===== config.mk =====
export PLATFORM = sky130hd
export DESIGN_NAME = spfl_ram
export DESIGN_NICKNAME = d
export VERILOG_FILES = /design/src/hw/rtl/spfl_ram.sv
export SDC_FILE = /design/constraint.sdc
export NUM_CORES = 2
export LEC_CHECK = 0
export BUFFER_PORTS_ARGS = -buffer_cell sky130_fd_sc_hd__buf_2
export CELL_PAD_IN_SITES_DETAIL_PLACEMENT = 0
export CELL_PAD_IN_SITES_GLOBAL_PLACEMENT = 2
export CORE_ASPECT_RATIO = 0.5
export CORE_MARGIN = 4
export CORE_UTILIZATION = 55
export CTS_CLUSTER_DIAMETER = 100
export DETAILED_ROUTE_END_ITERATION = 8
export GPL_TIMING_DRIVEN = 1
export PLACE_DENSITY_LB_ADDON = 0.2
export SLEW_MARGIN = 20
export SYNTH_ARGS = -nofsm -noshare
export SYNTH_HDL_FRONTEND = slang
export SYNTH_SLANG_ARGS = --single-unit

===== constraint.sdc =====
create_clock -name clock -period 4.95 [get_ports clock]
set_clock_uncertainty 0.2 [all_clocks]
set_input_delay 0.99 -clock clock [delete_from_list [all_inputs] [get_ports clock]]
set_output_delay 0.99 -clock clock [all_outputs]
set_load 0.1 [all_outputs]

===== src/hw/rtl/spfl_ram.sv =====
// ----------------------------------------------------------------------------
// spfl_ram
// generic simple dual port ram, one write port, one registered read port
// ----------------------------------------------------------------------------
module spfl_ram #(
   parameter int WIDTH = 8,
   parameter int DEPTH = 256
) (
   input  logic                     clock,
   input  logic                     wr_en,
   input  logic [$clog2(DEPTH)-1:0] wr_addr,
   input  logic [WIDTH-1:0]         wr_data,
   input  logic                     rd_en,
   input  logic [$clog2(DEPTH)-1:0] rd_addr,
   output logic [WIDTH-1:0]         rd_data
);

   logic [WIDTH-1:0] mem_ff [DEPTH];
   logic [WIDTH-1:0] rd_data_ff;

   always_ff @(posedge clock) begin
      if (wr_en) begin
         mem_ff[wr_addr] <= wr_data;
      end
      if (rd_en) begin
         rd_data_ff <= mem_ff[rd_addr];
      end
   end

   assign rd_data = rd_data_ff;

endmodule


After elaboration in Yosys (flattened, before gate mapping)
Memory sizes are Yosys's and may differ from the RTL's. A register that Yosys moved wholly into a read port is not among the register bits.
Index checks and enable logic that the tools add are counted.

word-level totals
  flip-flop bits (word level) = 0
  memory bits (writable) = 2,048
  output and inout bits = 8
  logic and storage cells = 3
  memories = 1

cells by class
  mux-type cells = 2

memory list
  name    depth  bits a word  rd ports  clocked after Yosys merged registers in  write ports  line  source
  mem_ff  256    8            1         1                                        1            18    logic [WIDTH-1:0] mem_ff [DEPTH];

operator list
  cell    count
  $mux 1  2

Depth between registers and ports, before layout
  word-level depth = 2
  depth in mapped cells = 11
  gate-level depth less buffers = 6

Least setup slack after synthesis
Ideal clock, no wire load.

  path type = input -> register
  start = input port rd_addr[0]
  end = register rd_data_ff[2] (netlist: rd_data[2]) (read register of mem_ff) (data pin)
  setup time = 0.269 ns
  arrival = 2.797 ns
  required time = 4.481 ns
  setup slack = 1.684 ns
  cell stages on the path = 9
  buffers on the path = 4
  cells stage by stage = buf_6 buf_12 buf_8 buf_2 mux4_2 a22oi_1 a21oi_1 nor4_1 nor4_2

RTL lines
  what             line  source
  start, declared  14    input logic [$clog2(DEPTH)-1:0] rd_addr,
  end, declared    19    logic [WIDTH-1:0] rd_data_ff;

==> insert_results.sql <==
INSERT INTO impl_metrics (metric_group, metric, value, unit) VALUES
('status', 'outcome', 'completed', ''),
('finish', 'area_growth', '11.3', '%'),
('synth', 'synthDominantCellAreaShare', '77.5', '%'),
('floorplan', 'die-height', '277', 'um'),
('timing', 'period_minus_slack', '3.98', 'ns'),
('route', 'firstDrtPassIters', '5', ''),
('synth', 'synthesis.area', '79600', 'um2'),
('setup_path', 'highest_fanout_seen_on_the_critical_path', '36', ''),
('clocking', 'cts.repair.resized', '0', ''),
('setup_path', 'arrival', '4.31', 'ns'),
('synth', 'synth_compound_area_share', '3.42', '%'),
('route', 'post_drt_wl_per_cell', '34.3', 'um'),
('setup_path', 'critical_path.most_common_cell', 'sky130_fd_sc_hd__buf_12', ''),
('floorplan', 'initial_utilization', '55.6', '%'),
('synth', 'syn-num-nets', '3760', ''),
('synth', 'yosys-mux-area-fraction', '14.6', '%'),
('setup_path', 'worstPathCellList', 'buf_8 > buf_12 > buf_12 > mux4_2 > o311ai_0 > o22ai_1 > nor4_1 > buf_4 > nor4_2', ''),
('synth', 'synth.largest_area_cell', 'sky130_fd_sc_hd__edfxtp_1', ''),
('synth', 'number_of_enable_flip_flop_cells_after_synthesis', '2056', ''),
('clocking', 'h_tree_depth', '4', ''),
('power', 'peakVddDrop', '0.000278', 'V'),
('floorplan', 'design.portCount', '35', ''),
('placement', 'place_ws', '0.183', 'ns'),
('synth', 'ys_seq_elements', '2056', ''),
('setup_path', 'cp_slowest_stage_delay', '0.75', 'ns'),
('clocking', 'clk_path_buf_depth', '4', ''),
('finish', 'final_layout_size_suffix_gt1_share', '23.7', '%'),
('timing', 'timing_hold_violations_final', '0', ''),
('synth', 'portion_of_the_post_synthesis_area_used_by_sequential_elements', '77.5', '%'),
('floorplan', 'placement_rows', '98', ''),
('route', 'vias', '39852', ''),
('clocking', 'clock_sink_count', '2056', ''),
('grt', 'grt.total_usage', '27.1', '%'),
('grt', 'gr-total-overflow', '0', ''),
('synth', 'yosys.area_share.adder', '0', '%'),
('timing', 'totalNegativeSetupSlack', '0', 'ns'),
('job', 'drv.max_cap_violation_count', '0', ''),
('synth', 'synth_top_family_by_area', 'multiplexers', ''),
('synth', 'yosys_most_used_dff', 'sky130_fd_sc_hd__edfxtp_1', ''),
('clocking', 'clk_latency', '0.82', 'ns'),
('grt', 'grt_max_degree', '132', ''),
('timing', 'unrepaired_setup_endpoints_after_global_routing', 'no', ''),
('route', 'drtIter0Drc', '5870', ''),
('timing', 'slew_violations', '0', ''),
('grt', 'antenna_found_initial', '18', ''),
('timing', 'fmax', '0.251', 'GHz'),
('worst_hold_path', 'worstHoldPathType', 'in -> reg', ''),
('timing', 'slew_headroom', '27.8', '%'),
('synth', 'warnings_from_yosys', '0', ''),
('floorplan', 'die_width', '546', 'um'),
('setup_path', 'worst-r2r-cell-count', '7', ''),
('floorplan', 'core_region_area', '143000', 'um2'),
('timing', 'min_period_over_period', '80.4', '%'),
('clocking', 'cts.root.buffer_cell', 'sky130_fd_sc_hd__clkbuf_16', ''),
('worst_hold_path', 'worst_hold_startpoint', 'rd_en', ''),
('setup_path', 'timing_worst_setup_path_type', 'in -> reg', ''),
('route', 'wl', '205000', 'um'),
('worst_hold_path', 'min_delay_path_depth', '1', ''),
('synth', 'synthSimpleGateAreaFrac', '2.63', '%'),
('finish', 'fin_nets', '3959', ''),
('floorplan', 'die_area', '151000', 'um2'),
('finish', 'filler_cell_count', '9822', ''),
('timing', 'post_layout_worst_setup_margin', '0.970', 'ns'),
('route', 'vias_per_cell', '6.67', ''),
('clocking', 'tritoncts.num_buffers', '182', ''),
('worst_hold_path', 'holdPathEnd', 'rd_data[0]$_DFFE_PP_', ''),
('setup_path', 'worst-endpoint-required', '5.28', 'ns'),
('power', 'power_per_cell_area', '396', 'nW/um2'),
('timing', 'report.final.setup_viol', '0', ''),
('clocking', 'path_clk_slew', '0.07', 'ns'),
('synth', 'synth.lib_cells_used.distinct', '54', '');
==> final cells by class <==
cell class              count  area (um2)  area share, %
clock inverters           102        1010           1.14
inverters                   2        7.51        0.00847
diodes                      8        20.0         0.0226
flip-flops and latches   2056       61700           69.7
clock buffers             214        4700           5.30
repair buffers            248        2270           2.56
multi-input cells        1442       16500           18.6
well taps                1900        2380           2.68
==> registers in the layout (all words and copies together) (netlist names) <==
register / count
mem_ff: 2048
rd_data: 8
==> where the power goes <==
part           leakage (uW)  internal [uW]  switching (uW)  total, uW
registers            0.0185          19200            18.5      19200
logic               0.00617            626            1250       1880
clock network       0.00278           7810            6160      14000
total                0.0274          27600            7430      35100
==> cell usage in the layout, fill, tap and decap left out, types with 6 or more instances in the layout <==
cell type | netlist | layout
sky130_fd_sc_hd__a211oi_1 | 16 | 16
sky130_fd_sc_hd__a221oi_1 | 13 | 13
sky130_fd_sc_hd__nor2_1 | 282 | 279
sky130_fd_sc_hd__a22oi_1 | 133 | 133
sky130_fd_sc_hd__clkbuf_8 | 0 | 8
sky130_fd_sc_hd__buf_4 | 27 | 184
sky130_fd_sc_hd__nor4_1 | 24 | 24
sky130_fd_sc_hd__clkinvlp_4 | 0 | 6
sky130_fd_sc_hd__nor3_1 | 22 | 22
sky130_fd_sc_hd__edfxtp_1 | 2056 | 2056
sky130_fd_sc_hd__nand3_1 | 34 | 34
sky130_fd_sc_hd__buf_2 | 31 | 22
sky130_fd_sc_hd__nor2b_1 | 31 | 28
sky130_fd_sc_hd__clkinv_2 | 0 | 27
sky130_fd_sc_hd__nand2b_1 | 8 | 8
sky130_fd_sc_hd__o221ai_1 | 46 | 46
sky130_fd_sc_hd__and2_1 | 6 | 6
sky130_fd_sc_hd__buf_12 | 8 | 32
sky130_fd_sc_hd__mux4_2 | 454 | 454
sky130_fd_sc_hd__clkinv_1 | 1 | 45
sky130_fd_sc_hd__o21ai_0 | 10 | 10
sky130_fd_sc_hd__clkbuf_16 | 0 | 183
sky130_fd_sc_hd__nand2_1 | 33 | 33
sky130_fd_sc_hd__o211ai_1 | 10 | 10
sky130_fd_sc_hd__o22ai_1 | 28 | 28
sky130_fd_sc_hd__a22o_1 | 8 | 8
sky130_fd_sc_hd__mux2i_1 | 134 | 134
sky130_fd_sc_hd__bufinv_16 | 0 | 20
sky130_fd_sc_hd__clkbuf_1 | 111 | 31
sky130_fd_sc_hd__diode_2 | 0 | 8
sky130_fd_sc_hd__a21oi_1 | 96 | 95
sky130_fd_sc_hd__nand4_1 | 10 | 10
==> layer usage <==
layer | global-route usage [%] | share of wire (%) | vias up
met4 | 5.50 | 2.0 | 2
li1 | - | - | 16114
met3 | 5.47 | 10 | 291
met5 | 0 | 0.0064 | -
met2 | 40.2 | 46 | 2118
met1 | 42.5 | 42 | 21327
==> stage by stage <==
| stage | hold WS, ns | instance area (um2) | instances |
|---|---|---|---|
| final | 0.447 | 88600 | 5972 |
| after global routing | 0.400 | 88600 | 5964 |
| after CTS | 0.395 | 88600 | 5964 |
| after detailed placement | 0.937 | 82900 | 5648 |
| after global placement | 0.934 | 82900 | 5648 |
| after floorplan | 0.664 | 79600 | 3733 |
==> worst max-delay path, delay by kind of cell <==
kind            cells  cell delay [ns]
buf+inv             4             1.21
simple gates        2             0.80
mux                 1             0.60
compound gates      2             0.56
==> worst max-delay path by stage <==
stage | start | end | slack (ns)
CTS | rd_addr[0] | rd_data[6]$_DFFE_PP_ | 1.02
global placement | rd_addr[0] | rd_data[6]$_DFFE_PP_ | 0.06
floorplan | rd_addr[0] | rd_data[2]$_DFFE_PP_ | 1.68
detailed placement | rd_addr[0] | rd_data[6]$_DFFE_PP_ | 0.18
global route | rd_addr[0] | rd_data[6]$_DFFE_PP_ | 0.94
finish | rd_addr[0] | rd_data[6]$_DFFE_PP_ | 0.97
==> cells in the mapped netlist, types with 5 or more instances <==
master	count
sky130_fd_sc_hd__edfxtp_1	2056
sky130_fd_sc_hd__mux4_2	454
sky130_fd_sc_hd__nor2_1	282
sky130_fd_sc_hd__mux2i_1	134
sky130_fd_sc_hd__a22oi_1	133
sky130_fd_sc_hd__clkbuf_1	111
sky130_fd_sc_hd__a21oi_1	96
sky130_fd_sc_hd__o221ai_1	46
sky130_fd_sc_hd__nand3_1	34
sky130_fd_sc_hd__nand2_1	33
sky130_fd_sc_hd__buf_2	31
sky130_fd_sc_hd__nor2b_1	31
sky130_fd_sc_hd__o22ai_1	28
sky130_fd_sc_hd__buf_4	27
sky130_fd_sc_hd__nor4_1	24
sky130_fd_sc_hd__buf_1	22
sky130_fd_sc_hd__nor3_1	22
sky130_fd_sc_hd__buf_6	21
sky130_fd_sc_hd__a211oi_1	16
sky130_fd_sc_hd__a221oi_1	13
sky130_fd_sc_hd__buf_8	13
sky130_fd_sc_hd__nand4_1	10
sky130_fd_sc_hd__o211ai_1	10
sky130_fd_sc_hd__o21ai_0	10
sky130_fd_sc_hd__a22o_1	8
sky130_fd_sc_hd__buf_12	8
sky130_fd_sc_hd__nand2b_1	8
sky130_fd_sc_hd__and2_1	6
sky130_fd_sc_hd__o22a_1	5
==> kinds of logic after synthesis <==
logic type             count (synthesis)
multiplexers                         591
AO/OA/AOI/OAI                        385
flip-flops                          2056
buffers and inverters                235
AND/OR/NAND/NOR                      466
(Power assumes the default switching activity.)
